<file path="src/rtl/core/apf_pkg.sv">
`timescale 1ns / 1ps
package apf_pkg;
  localparam int MAX_VERTICES_DEF = 16;
  localparam logic CMD_LOAD = 1'b0;
  localparam logic CMD_SEARCH = 1'b1;

  typedef enum logic [3:0] {
    ST_IDLE,
    ST_INIT,
    ST_ROOT,
    ST_SCAN,
    ST_BACK,
    ST_VISIT,
    ST_POP,
    ST_PFRAME,
    ST_PVERT,
    ST_DONE
  } state_t;
endpackage

</file>
<file path="src/rtl/core/apf_ram.sv">
`timescale 1ns / 1ps
module apf_ram #(
  parameter int Width = 8,
  parameter int Depth = 16
) (
  input  logic                     clk,
  input  logic                     we,
  input  logic [$clog2(Depth)-1:0] waddr,
  input  logic [Width-1:0]         wdata,
  input  logic [$clog2(Depth)-1:0] raddr,
  output logic [Width-1:0]         rdata
);
  logic [Width-1:0] mem [Depth];

  always_ff @(posedge clk) begin
    if (we) begin
      mem[waddr] <= wdata;
    end
    rdata <= mem[raddr];
  end
endmodule

</file>
<file path="src/rtl/core/articulation_point_finder.sv">
`timescale 1ns / 1ps
// channel   | handshake               | payload
// ----------+-------------------------+-------------------------------
// command   | start / busy            | cmd, row_index, row_bits
// config    | cfg_valid / cfg_ready   | cfg_data (vertex_count)
// result    | done strobe, one cycle  | cut_mask, cut_count
//
// a load beat writes one adjacency row; busy stays low
// a search beat walks every neighbor slot of every vertex one per cycle, except
// that a tree edge also passes ST_VISIT, a back edge ST_BACK, and a pop
// ST_POP, ST_PFRAME and ST_PVERT (a pop of the root returns to ST_ROOT)
// reset clears the adjacency matrix at once; busy is low right after reset
// the result cannot be stalled; done is high for exactly one cycle
module articulation_point_finder
  import apf_pkg::*;
#(
  parameter int MaxV = MAX_VERTICES_DEF
) (
  input  logic        clk,
  input  logic        rst,
  input  logic        start,
  output logic        busy,
  input  logic        cmd,
  input  logic [3:0]  row_index,
  input  logic [15:0] row_bits,
  input  logic        cfg_valid,
  output logic        cfg_ready,
  input  logic [4:0]  cfg_data,
  output logic        done,
  output logic [15:0] cut_mask,
  output logic [4:0]  cut_count
);
  localparam int AW = $clog2(MaxV);
  localparam int CW = $clog2(MaxV + 1);
  localparam int TW = AW + 1;

  state_t state, state_next;

  logic [4:0]    vcount;
  logic [CW-1:0] n;

  // matrix as flops: edge test needs row a bit b or row b bit a
  logic [MaxV-1:0] adj [MaxV];
  logic [MaxV-1:0] visited;
  logic [MaxV-1:0] has_parent;
  logic [MaxV-1:0] cut;

  // top frame lives in registers, frames below it in the frame ram
  logic [CW-1:0] root;
  logic [CW-1:0] sp;
  logic [AW-1:0] v;
  logic [CW-1:0] nb;
  logic [CW-1:0] children;
  logic [TW-1:0] clk_cnt;
  logic [TW-1:0] low_v;
  logic [TW-1:0] disc_v;
  logic [AW-1:0] par_v;
  logic [TW-1:0] child_low;
  logic [CW-1:0] cut_pop;

  // vertex ram: {disc, low, parent}
  logic          vr_we;
  logic [AW-1:0] vr_waddr, vr_raddr;
  logic [2*TW+AW-1:0] vr_wdata, vr_rdata;
  // frame ram: {vertex, next, children}
  logic          fr_we;
  logic [AW-1:0] fr_waddr, fr_raddr;
  logic [AW+2*CW-1:0] fr_wdata, fr_rdata;

  apf_ram #(.Width(2*TW+AW), .Depth(MaxV)) u_vram (
    .clk(clk), .we(vr_we), .waddr(vr_waddr), .wdata(vr_wdata),
    .raddr(vr_raddr), .rdata(vr_rdata)
  );
  apf_ram #(.Width(AW+2*CW), .Depth(MaxV)) u_fram (
    .clk(clk), .we(fr_we), .waddr(fr_waddr), .wdata(fr_wdata),
    .raddr(fr_raddr), .rdata(fr_rdata)
  );

  // vertex count saturates at the built maximum
  assign n = (int'(vcount) > MaxV) ? CW'(MaxV) : CW'(vcount);
  assign cfg_ready = (state == ST_IDLE);
  assign busy = (state != ST_IDLE);

  logic [AW-1:0] nb_a;
  logic [AW-1:0] root_a;
  logic [AW-1:0] top_a;
  logic          link;
  logic          scan_end;
  logic          scan_tree;
  logic          scan_back;
  logic [TW-1:0] rd_disc, rd_low;
  logic [AW-1:0] rd_par;
  logic [AW-1:0] fr_vertex;
  logic [CW-1:0] fr_next, fr_kids;

  assign nb_a = nb[AW-1:0];
  assign root_a = root[AW-1:0];
  assign top_a = AW'(sp - CW'(1));
  assign link = adj[v][nb_a] || adj[nb_a][v];
  assign {rd_disc, rd_low, rd_par} = vr_rdata;
  assign {fr_vertex, fr_next, fr_kids} = fr_rdata;

  // scan slot outcome: end of row, unvisited neighbor, back edge, or no edge
  // (the edge to the parent of a non-root vertex is skipped)
  assign scan_end = (nb >= n);
  assign scan_tree = !scan_end && link && !visited[nb_a];
  assign scan_back = !scan_end && link && visited[nb_a] &&
                     !(has_parent[v] && nb_a == par_v);

  // popcount of the cut flags
  always_comb begin
    cut_pop = '0;
    for (int i = 0; i < MaxV; i++) cut_pop = cut_pop + CW'(cut[i]);
  end

  // next state
  always_comb begin
    state_next = state;
    unique case (state)
      ST_IDLE:   if (start && cmd == CMD_SEARCH) state_next = ST_INIT;
      ST_INIT:   state_next = ST_ROOT;
      ST_ROOT: begin
        if (root >= n) state_next = ST_DONE;
        else if (!visited[root_a]) state_next = ST_SCAN;
      end
      ST_SCAN: begin
        if (scan_end) state_next = ST_POP;
        else if (scan_tree) state_next = ST_VISIT;
        else if (scan_back) state_next = ST_BACK;
      end
      ST_BACK:   state_next = ST_SCAN;
      ST_VISIT:  state_next = ST_SCAN;
      ST_POP:    state_next = (sp == CW'(1)) ? ST_ROOT : ST_PFRAME;
      ST_PFRAME: state_next = ST_PVERT;
      ST_PVERT:  state_next = ST_SCAN;
      ST_DONE:   state_next = ST_IDLE;
      default:   state_next = ST_IDLE;
    endcase
  end

  // memory ports
  always_comb begin
    vr_we = 1'b0;
    vr_waddr = v;
    vr_wdata = {disc_v, low_v, par_v};
    vr_raddr = nb_a;
    fr_we = 1'b0;
    fr_waddr = top_a;
    fr_wdata = {v, nb + CW'(1), children + CW'(1)};
    fr_raddr = AW'(sp - CW'(2));
    unique case (state)
      ST_ROOT: begin
        vr_waddr = root_a;
        vr_wdata = {clk_cnt, clk_cnt, {AW{1'b0}}};
        vr_we = (root < n) && !visited[root_a];
      end
      ST_SCAN: begin
        // descending: save this frame and the low link of v
        vr_we = scan_tree;
        fr_we = scan_tree;
      end
      ST_VISIT: begin
        vr_waddr = nb_a;
        vr_wdata = {clk_cnt, clk_cnt, v};
        vr_we = 1'b1;
      end
      ST_PFRAME: begin
        // parent frame arrives; fetch its vertex record
        vr_raddr = fr_vertex;
      end
      default: ;
    endcase
  end

  always_ff @(posedge clk) begin
    if (rst) begin
      state <= ST_IDLE;
      vcount <= 5'd16;
      done <= 1'b0;
      cut_mask <= '0;
      cut_count <= '0;
      for (int i = 0; i < MaxV; i++) adj[i] <= '0;
    end else begin
      state <= state_next;
      done <= (state == ST_DONE);
      if (cfg_valid && cfg_ready) begin
        vcount <= cfg_data;
      end
      // rows past the built maximum are dropped
      if (start && !busy && cmd == CMD_LOAD && int'(row_index) < MaxV) begin
        adj[AW'(row_index)] <= MaxV'(row_bits);
      end
      unique case (state)
        ST_INIT: begin
          visited <= '0;
          has_parent <= '0;
          cut <= '0;
          root <= '0;
          clk_cnt <= '0;
        end
        ST_ROOT: begin
          if (root < n) begin
            if (!visited[root_a]) begin
              visited[root_a] <= 1'b1;
              v <= root_a;
              par_v <= '0;
              disc_v <= clk_cnt;
              low_v <= clk_cnt;
              nb <= '0;
              children <= '0;
              sp <= CW'(1);
              clk_cnt <= clk_cnt + TW'(1);
            end
            root <= root + CW'(1);
          end
        end
        ST_SCAN: begin
          if (!scan_end && !scan_tree && !scan_back) nb <= nb + CW'(1);
        end
        ST_BACK: begin
          // discovery time of the neighbor read in the scan cycle
          if (rd_disc < low_v) low_v <= rd_disc;
          nb <= nb + CW'(1);
        end
        ST_VISIT: begin
          visited[nb_a] <= 1'b1;
          has_parent[nb_a] <= 1'b1;
          v <= nb_a;
          par_v <= v;
          disc_v <= clk_cnt;
          low_v <= clk_cnt;
          nb <= '0;
          children <= '0;
          sp <= sp + CW'(1);
          clk_cnt <= clk_cnt + TW'(1);
        end
        ST_POP: begin
          child_low <= low_v;
          sp <= sp - CW'(1);
        end
        ST_PFRAME: begin
          v <= fr_vertex;
          nb <= fr_next;
          children <= fr_kids;
        end
        ST_PVERT: begin
          // fold child low into parent and test the parent
          disc_v <= rd_disc;
          par_v <= rd_par;
          low_v <= (child_low < rd_low) ? child_low : rd_low;
          if (!has_parent[v]) begin
            if (children > CW'(1)) cut[v] <= 1'b1;
          end else if (child_low >= rd_disc) begin
            cut[v] <= 1'b1;
          end
        end
        ST_DONE: begin
          cut_mask <= 16'(cut);
          cut_count <= 5'(cut_pop);
        end
        default: ;
      endcase
    end
  end

`ifndef SYNTHESIS
  a_done_pulse: assert property (@(posedge clk) disable iff (rst) done |=> !done)
    else $error("done longer than one cycle");
  a_cfg_idle: assert property (@(posedge clk) disable iff (rst) cfg_ready |-> !busy)
    else $error("config ready while busy");
  a_count_range: assert property (@(posedge clk) disable iff (rst)
    done |-> cut_count <= 5'(MaxV))
    else $error("cut count out of range");
  a_sp_range: assert property (@(posedge clk) disable iff (rst)
    state == ST_SCAN |-> sp != '0)
    else $error("scan with empty stack");
`endif
endmodule

</file>
<file path="config.mk">
export PLATFORM = sky130hd
export DESIGN_NAME = articulation_point_finder
export DESIGN_NICKNAME = d
export VERILOG_FILES = /design/src/rtl/core/apf_pkg.sv /design/src/rtl/core/apf_ram.sv /design/src/rtl/core/articulation_point_finder.sv
export SDC_FILE = /design/constraint.sdc
export NUM_CORES = 1
export LEC_CHECK = 0
export BUFFER_PORTS_ARGS = -buffer_cell sky130_fd_sc_hd__buf_2
export CAP_MARGIN = 5
export CORE_MARGIN = 5
export CORE_UTILIZATION = 50
export DETAILED_ROUTE_END_ITERATION = 7
export PLACE_DENSITY = 0.67
export SYNTH_ARGS = -nofsm -noshare
export SYNTH_HDL_FRONTEND = slang
export SYNTH_SLANG_ARGS = --single-unit
</file>
<file path="constraint.sdc">
create_clock -name clk -period 3.49 [get_ports clk]
set_input_delay 0.698 -clock clk [delete_from_list [all_inputs] [get_ports clk]]
set_output_delay 0.698 -clock clk [all_outputs]
set_load 0.01 [all_outputs]
</file>
* Word level (Yosys, flattened, before mapping) *
Memory sizes are Yosys's and may differ from the RTL's. A register that Yosys moved wholly into a read port is not among the register bits.
Cells that the tools add are included.

operators by class
  reduce and logical (&&, ||, !) cells = 47
  order comparisons = 14
  add/sub/neg operators = 22
  equal/unequal tests = 20
  muxes and demuxes = 77
  bitwise operators = 6

operators by type and width
  cell                                                                   number
  16-bit 2-to-1 mux                                                      6
  5-bit 2-to-1 mux                                                       13
  16-bit OR                                                              4
  16-bit case mux with 2 select lines                                    2
  5-bit case mux with 3 select lines                                     4
  4-bit 2-to-1 mux                                                       14
  5-bit by 1-bit adder with 5-bit output                                 11
  16-bit case mux with 3 select lines                                    1
  14-bit case mux with 2 select lines                                    1
  4-bit case mux with 7 select lines                                     1
  5-bit by 1-bit adder with 5-bit output, second input constant          5
  5-bit case mux with 5 select lines                                     1
  4-bit case mux with 3 select lines                                     2
  1-bit binary-select mux with 4-bit select                              5
  5-bit case mux with 4 select lines                                     1
  4-bit AND reduction                                                    5
  1-bit 2-to-1 mux                                                       19
  4-bit by 3-bit equality test with 1-bit output, second input constant  4
  16-bit OR reduction                                                    1
  5-bit greater-or-equal comparator                                      3
  1-bit logical AND                                                      15
  4-bit by 5-bit < comparator with 1-bit output, second input constant   3
  5-bit < comparator                                                     3
  1-bit demux with 4-bit select                                          3
  34 further kinds                                                       59

word-level totals
  word-level logic and storage cells = 207
  memories kept = 3
  memory bits (writable) = 704
  input bits = 30
  output and inout bits = 24
  bits in registers = 127

memories
  name        depth  width  read ports  clocked after memory_dff  write ports  RTL line                         source
  adj         16     16     2           2                         16           articulation_point_finder.sv:43  logic [MaxV-1:0] adj [MaxV];
  u_fram.mem  16     14     1           1                         1            apf_ram.sv:13                    logic [Width-1:0] mem [Depth];
  u_vram.mem  16     14     1           1                         1            apf_ram.sv:13

* Longest topological paths before layout *
Gate-level depths: netlist of the first run.

  depth after elaboration = 15
  depth in mapped cells = 14
  mapped depth without buffers = 14

* Cells and area by module *
A second synthesis of the first run with hierarchy kept.

second synthesis, totals
  cell total of the unflattened synthesis = 2537
  area, all modules = 39384.0 sq um

modules (own cells, without submodules)
  module                     area an instance (sq um)  seq. area each (sq um)  times used  cells each
  articulation_point_finder  21857.2                   11350.9                 1           1779
  apf_ram                    8763.4                    7006.7                  2           379

* Worst setup path before layout of the first run *
No wires, ideal clock.

  kind = reg2reg
  start point = register v[1]
  end point = register cut[0], enable pin
  period minus slack after synthesis = 3709 ps
  stages on the path, launching flop included = 8
  arrival = 3295 ps
  buffers on the path = 2
  required time = 3076 ps
  setup time = 414 ps
  setup slack = -219 ps
  path through = edfxtp_1 -> buf_2 -> buf_1 -> mux4_2 -> mux4_2 -> nand2_1 -> o21ai_0 -> a211oi_1

between the ends
  cells in the longest elaborated chain, start to end = 4
  elaborated cells on any way between the ends = 5
  those cells by class = eq/ne: 2; mux: 2; reduce/logical: 1

RTL lines
  element                                        RTL line                          source
  start, declared                                articulation_point_finder.sv:51   logic [AW-1:0] v;
  start signal, assigned                         articulation_point_finder.sv:205  v <= root_a;
  start signal, assigned                         articulation_point_finder.sv:228  v <= nb_a;
  start signal, assigned                         articulation_point_finder.sv:242  v <= fr_vertex;
  1-bit binary-select mux with 4-bit select (*)  articulation_point_finder.sv:251  if (!has_parent[v]) begin
  1-bit 2-to-1 mux (not written as such) (*)     articulation_point_finder.sv:251
  3-bit inequality test (no line)                --
  4-bit AND reduction (no line) (*)              --
  end signal, assigned                           articulation_point_finder.sv:197  cut <= '0;
  end signal, assigned by index                  articulation_point_finder.sv:252  if (children > CW'(1)) cut[v] <= 1'b1;
  end signal, assigned by index                  articulation_point_finder.sv:254  cut[v] <= 1'b1;
  end, declared                                  articulation_point_finder.sv:46   logic [MaxV-1:0] cut;

Mark *: on every way between the ends. The rest lies on a longest branch, timed or not. The select of a mux whose other input is x is not followed.
A chain may end at the register's enable or synchronous reset.

* Worst setup path in the final report of the first run *
  start point = register cut[15]
  end point = register cut_count[2]

between the ends
  cells in the longest elaborated chain, start to end = 1

RTL lines
  element                                 RTL line                          source
  5-bit by 1-bit adder with 5-bit output  articulation_point_finder.sv:113  for (int i = 0; i < MaxV; i++) cut_pop = cut_pop + CW'(cut[i]);
  end signal, assigned                    articulation_point_finder.sv:259  cut_count <= 5'(cut_pop);
  end, declared                           articulation_point_finder.sv:31   output logic [4:0] cut_count

Every way passes these cells.

==> results by group, run 1 <==
GRT
  – Number of global-route vias before repair: 24700
  – Gr ovfl total: 0
  – Total GRT Usage: 25.0%
  – First-pass GRT wire length: 160 mm
  – Initial antenna violation count: 4
  – Largest net degree at the start of global routing: 61

Synth
  – Post-synth EDFFs: 800
  – Area leader, netlist: edfxtp_1
  – Seq cells post-synth: 867
  – Syn nets: 2664
  – Syn Std Cell Area: 39600 um2
  – Distinct cells, synth: 63
  – Post-synth ARST share: 0%
  – Synth top area share: 60.6%
  – Ys flop type: edfxtp_1
  – Synth area leaders: edfxtp_1, mux4_2, and2_1
  – Syn Inst Count: 2576
  – Syn avg cell area: 15.4 um2
  – Synth warnings: 0
  – Post-synthesis sequential area ratio: 64.0%

Clocking
  – Clk sinks: 867
  – CTS tree: built
  – Later-pin clock latency in the skew report: 660 ps
  – Register clock-pin slew on the reported worst setup and hold paths: 60 ps
  – CTS HTree Levels: 3
  – TritonCTS Buffers: 92
  – Max clock buf depth: 3
  – Root Buffer Master: clkbuf_16
  – Hold Buf Count CTS: 0

Critical path
  – Crit path DAT: 4120 ps
  – Critical path's slowest cell: fa_1
  – Critical path required time: 4000 ps
  – Critical R2R Launch: cut[15]
  – Cell Chain, Critical Path: fa_1 -> fa_1 -> inv_2 -> fa_1 -> fa_2 -> inv_2 -> ha_4 -> inv_2 -> fa_2 -> nor2b_2 -> nor3_1 -> a21oi_1 -> nor2_1
  – Worst R2R Path Depth: 13
  – Crit Path Max Fanout: 2
  – CP Launch Type: register
  – Worst setup EP type: register
  – CP peak stage delay: 540 ps
  – R2R Setup Slk: -110 ps
  – Kind of critical path: register to register
  – R2R Path End: cut_count[2]

Run status
  – Failing checks: setup timing
  – Outcome: complete, but fails checks

STA
  – Fin Setup TNS: -174 ps
  – Slew @ Worst Pin: 1180 ps
  – Max_slew headroom: 20.5%
  – Final worst path period need: 3600 ps
  – Setup repair after global routing missed its margin: yes
  – Final setup fails: 2
  – Achievable frequency: 0.278 GHz
  – Setup ws final: -110 ps
  – Worst Skew: 36.4 ps
  – Final Max Tran Viols: 0
  – Period utilization: 103%
  – Final hold violations: 0

Hold path
  – Worst Hold End: vcount[4]
  – WHS Path Cells: 2
  – Worst Min Path Start: cfg_data[4]
  – Worst min path class: input pin to register

Finish
  – Design Area, Final: 46100 um2
  – Area occupied by multi-input gates: 13500 um2
  – Share of cells above drive strength 1: 25.3%
  – Most frequent cells in the layout: edfxtp_1, and2_1, mux4_2
  – Core Util, Final: 58.6%
  – Nets: 2882
  – FILL cells: 5903
  – Register Area: 25400 um2
  – Area growth from synthesis to layout: 16.4%
  – Non-filler cells, final: 3920
  – Commonest non-fill, non-tap cell in the layout: edfxtp_1

Floorplanning
  – Initial cell density of the core: 50.3%
  – Full die area: 85000 um2
  – Row cnt: 103
  – Core box area: 78700 um2
  – Die width: 292 um
  – Die height: 292 um
  – Top-level port count: 54

Drt
  – Vias: 24300
  – Pre-Repair DR Iteration Count: 5
  – Vias per cell: 6.19
  – DRT Wirelength: 108 mm
  – Post-route DRC: 0
  – Drt initial violations: 2711
  – Per-cell routed wire length: 27.6 um
  – Post-DRT Antenna Nets: 0

Run
  – Max-cap check violation count: 0

Placed design
  – Gpl congestion: 0.905
  – Placed insts: 3740
  – Placed cell area: 42900 um2
  – HPWL Detailed: 71.2 mm
  – Buffers added on ports: 53

Power
  – Leakage: 16.7 nW
  – PwrDens: 669 nW/um2
  – Peak VDD IR: 411 uV
-- worst max-delay path by stage --
stage | endpoint | cells past startpoint | startpoint | slack (ps)
6_report | cut_count[2] | 13 | cut[15] | -110
5_1_grt | cut_count[2] | 13 | cut[15] | -250
4_1_cts | cut_count[2] | 13 | cut[0] | -170
3_5_place_dp | cut_count[2] | 13 | cut[15] | -220
3_3_place_gp | cut_count[2] | 13 | cut[15] | -160
2_1_floorplan | u_fram.mem[0][0] | 11 | v[0] | 20
-- cells in the mapped netlist, drive strengths merged, types with 2 or more instances --
cell     instances
nor4b            2
edfxtp         800
o221ai           2
nor3            18
a22o            10
or3              3
nand4            3
nor2b           27
and3            27
a21boi           3
dfxtp           67
nand3           56
a31oi           31
buf             64
o311a           16
clkbuf         108
mux2i          136
o22ai            4
and2           282
o31ai            2
inv             47
a2111oi          3
nor2            94
o211ai           5
a21oi          107
xor2            17
a22oi           49
fa              10
o21ai           39
nand2b          12
o21a             3
or2             18
mux4           218
a21o             7
nand2          171
xnor2            8
ha              48
nor4             2
nor3b            3
a211oi          24
mux2            13
a221oi           3
-- cells by family (layout without fill, tap and decap cells) --
| group | count (synthesis) | after routing | share of synthesized area, % |
|---|---|---|---|
| fa+ha+maj | 58 | 58 | 2.02 |
| simple gates | 721 | 721 | 9.54 |
| flops | 867 | 867 | 64.0 |
| xor+xnor | 25 | 25 | 0.552 |
| compound gates | 318 | 318 | 5.24 |
| mux | 367 | 367 | 16.2 |
| buf+inv | 220 | 512 | 2.47 |
| other cells | 0 | 2 | 0 |
-- worst max-delay path, delay by kind of cell (launching register included) --
family / cells / cell delay (ps)
buf+inv: 3 / 160
flops: 1 / 430
fa+ha+maj: 6 / 2470
simple gates: 3 / 270
compound gates: 1 / 150
-- through the flow --
stage	hold slack, ps	setup WS (ps)	power (mW)
global route	294	-248	32.0
finish	316	-110	30.9
global placement	442	-163	20.6
detailed placement	436	-223	20.9
floorplan	426	17.4	17.7
CTS	275	-172	30.8
-- metal layers --
layer / GRT usage (%) / vias to the layer above / wire length, um
li1: - / 10400 / -
met1: 34.6 / 12500 / 43300
met2: 40.1 / 1184 / 51700
met3: 5.60 / 233 / 9850
met4: 7.98 / 0 / 3440
met5: 0 / - / 0
-- registers in the layout (all words and copies together) (netlist names), 14 cells and up, named ones only --
signal,cells
adj,256
cut,16
u_vram.mem,224
u_fram.rdata,14
cut_mask,16
u_fram.mem,224
visited,16
u_vram.rdata,14
has_parent,16
-- final cells by class --
cell class | count | area share (%)
Sequential cell | 867 | 55.0
Multi-Input combinational cell | 1489 | 29.2
Timing Repair Buffer | 296 | 5.94
Clock buffer | 116 | 5.41
Tap cell | 1050 | 2.85
Clock inverter | 52 | 1.17
Inverter | 48 | 0.391
Antenna cell | 2 | 0.0108
-- what timing repair did --
action | in CTS | in global routing
cloned | 0 | 1
gates resized for setup | 13 | 18
pin swaps | 13 | 10
endpoints found under the setup margin | 452 | 452
buffers inserted | 1 | 6
-- power by group --
group	leakage [nW]	internal [mW]	switching (mW)
clock	1.49	5.81	4.05
combinational	7.12	3.28	4.70
sequential	8.13	12.6	0.472
total	16.7	21.6	9.22
Note: power is estimated with default switching activity, not from simulation.
==> run 2, diff against run 1 <==
--- a/config.mk
+++ b/config.mk
@@ -8,9 +8,9 @@
 export BUFFER_PORTS_ARGS = -buffer_cell sky130_fd_sc_hd__buf_2
 export CAP_MARGIN = 5
 export CORE_MARGIN = 5
-export CORE_UTILIZATION = 50
+export CORE_UTILIZATION = 57
 export DETAILED_ROUTE_END_ITERATION = 7
-export PLACE_DENSITY = 0.67
+export PLACE_DENSITY = 0.75
 export SYNTH_ARGS = -nofsm -noshare
 export SYNTH_HDL_FRONTEND = slang
 export SYNTH_SLANG_ARGS = --single-unit
==> results by group, run 2 (synthesized netlist as in run 1, its figures left out) <==
Drt
  – Vias per cell: 6.36
  – Vias: 23900
  – Pre-Repair DR Iteration Count: 6
  – Met2 Wirelength: 50.0 mm
  – Top layer used by detailed routing: met5
  – Wire length on met1: 38.4 mm
  – Post-DRT Antenna Nets: 0
  – DRT Wirelength: 101 mm
  – Per-cell routed wire length: 26.9 um
  – Met3 routed WL: 8.68 mm
  – Drt initial violations: 2918
  – Post-route DRC: 0

Clocking
  – Max clock buf depth: 3
  – CTS tree: built
  – Hold Buf Count CTS: 0
  – Clk sinks: 867
  – Register clock-pin slew on the reported worst setup and hold paths: 60 ps
  – Later-pin clock latency in the skew report: 660 ps
  – Root Buffer Master: clkbuf_16
  – CTS HTree Levels: 3
  – TritonCTS Buffers: 88

STA
  – Max_slew headroom: 21.1%
  – Final Max Tran Viols: 0
  – Final hold slack: 299 ps
  – Final worst path period need: 3610 ps
  – Final hold violations: 0
  – Achievable frequency: 0.277 GHz
  – Worst Skew: 50.1 ps
  – Slew @ Worst Pin: 1180 ps
  – Final setup fails: 4
  – Setup ws final: -123 ps
  – Setup repair after global routing missed its margin: yes
  – Period utilization: 104%
  – Fin Setup TNS: -296 ps

Critical path
  – Critical path required time: 4030 ps
  – Kind of critical path: register to register
  – Critical R2R Launch: cut[11]
  – R2R Setup Slk: -120 ps
  – Worst setup EP type: register
  – CP Launch Type: register
  – Crit Path Max Fanout: 2
  – Crit path DAT: 4150 ps
  – Critical path startpoint: cut[11]

Power
  – PwrDens: 666 nW/um2
  – Leakage: 16.5 nW
  – Switching power: 9.08 mW
  – Combinational power share: 25.2%
  – Peak VDD IR: 421 uV
  – Switching Share: 29.9%
  – Sequential share of power: 43.0%
  – Total power: 30.4 mW
  – Cell Int Power: 21.3 mW
  – Clock power share: 31.8%

Run
  – Max-cap check violation count: 0

Floorplanning
  – Full die area: 74900 um2
  – Core box area: 68800 um2
  – Top-level port count: 54
  – Die height: 274 um
  – Die width: 274 um
  – Initial cell density of the core: 57.6%
  – Row cnt: 96

Placed design
  – Placed insts: 3589
  – Buffers added on ports: 53
  – Setup WS pre-CTS: -179 ps
  – Placed cell area: 42400 um2
  – Gpl congestion: 0.963
  – HPWL Detailed: 65.8 mm

GRT
  – Number of global-route vias before repair: 24500
  – First-pass GRT wire length: 152 mm
  – Gr ovfl total: 0
  – Initial antenna violation count: 3
  – Largest net degree at the start of global routing: 61
  – Total GRT Usage: 27.1%

Finish
  – Register Area: 25400 um2
  – Design Area, Final: 45600 um2
  – Non-filler cells, final: 3763
  – FILL cells: 4572
  – Register with the most flip-flops: adj
  – Share of cells above drive strength 1: 24.1%
  – Most frequent cells in the layout: edfxtp_1, and2_1, mux4_2
  – Area occupied by multi-input gates: 13400 um2
  – Core Util, Final: 66.2%
  – Largest register FFs: 256
  – Nets: 2847
  – Commonest non-fill, non-tap cell in the layout: edfxtp_1
  – Largest regs: adj: 256 flops, u_fram.mem: 224 flops, u_vram.mem: 224 flops
  – Area growth from synthesis to layout: 15.0%

Run status
  – Failing checks: setup timing
  – Outcome: complete, but fails checks

Hold path
  – Worst Min Path Start: cfg_data[0]
  – Worst min path class: input pin to register
run 2: area by class of cell:
cell class | instances | area share, %
Antenna cell | 2 | 0.0110
Multi-Input combinational cell | 1489 | 29.5
Timing Repair Buffer | 265 | 5.32
Clock buffer | 116 | 5.15
Inverter | 48 | 0.395
Sequential cell | 867 | 55.7
Tap cell | 931 | 2.56
Clock inverter | 45 | 1.39
run 2: final timing paths:
path                            cells after the start      endpoint
worst min-delay path                                3     vcount[0]
worst max register to register                     13  cut_count[2]
worst min register to register                      0  child_low[4]
worst max-delay path                               13  cut_count[2]
run 2: power groups by stage:
stage | clock network [mW] | registers, mW | logic (mW)
5_1_grt | 10.2 | 13.1 | 8.12
3_5_place_dp | 0 | 13.3 | 7.15
4_1_cts | 9.78 | 13.0 | 7.35
6_report | 9.66 | 13.0 | 7.66
3_3_place_gp | 0 | 13.2 | 6.96
2_1_floorplan | 0 | 13.0 | 4.75
run 2: layer usage:
metal | track usage, % | up-vias
met5 | 0 | -
met1 | 35.8 | 12100
met3 | 5.40 | 234
met4 | 10.8 | 2
li1 | - | 10300
met2 | 44.8 | 1260
run 2: timing repair:
item,CTS,global route
pin swaps,6,10
resized for setup,10,20
endpoints found under the setup margin,452,441
setup buffers,5,6
run 2: critical path: stages, from the launching register on:
cell and delay [ps]:
edfxtp_1 430, fa_1 500, fa_1 510, inv_2 50, fa_2 530, fa_2 440, inv_2 80, ha_4 130
inv_2 30, fa_2 360, nor2b_4 140, nor3_2 60, a21oi_1 150, nor2_1 60
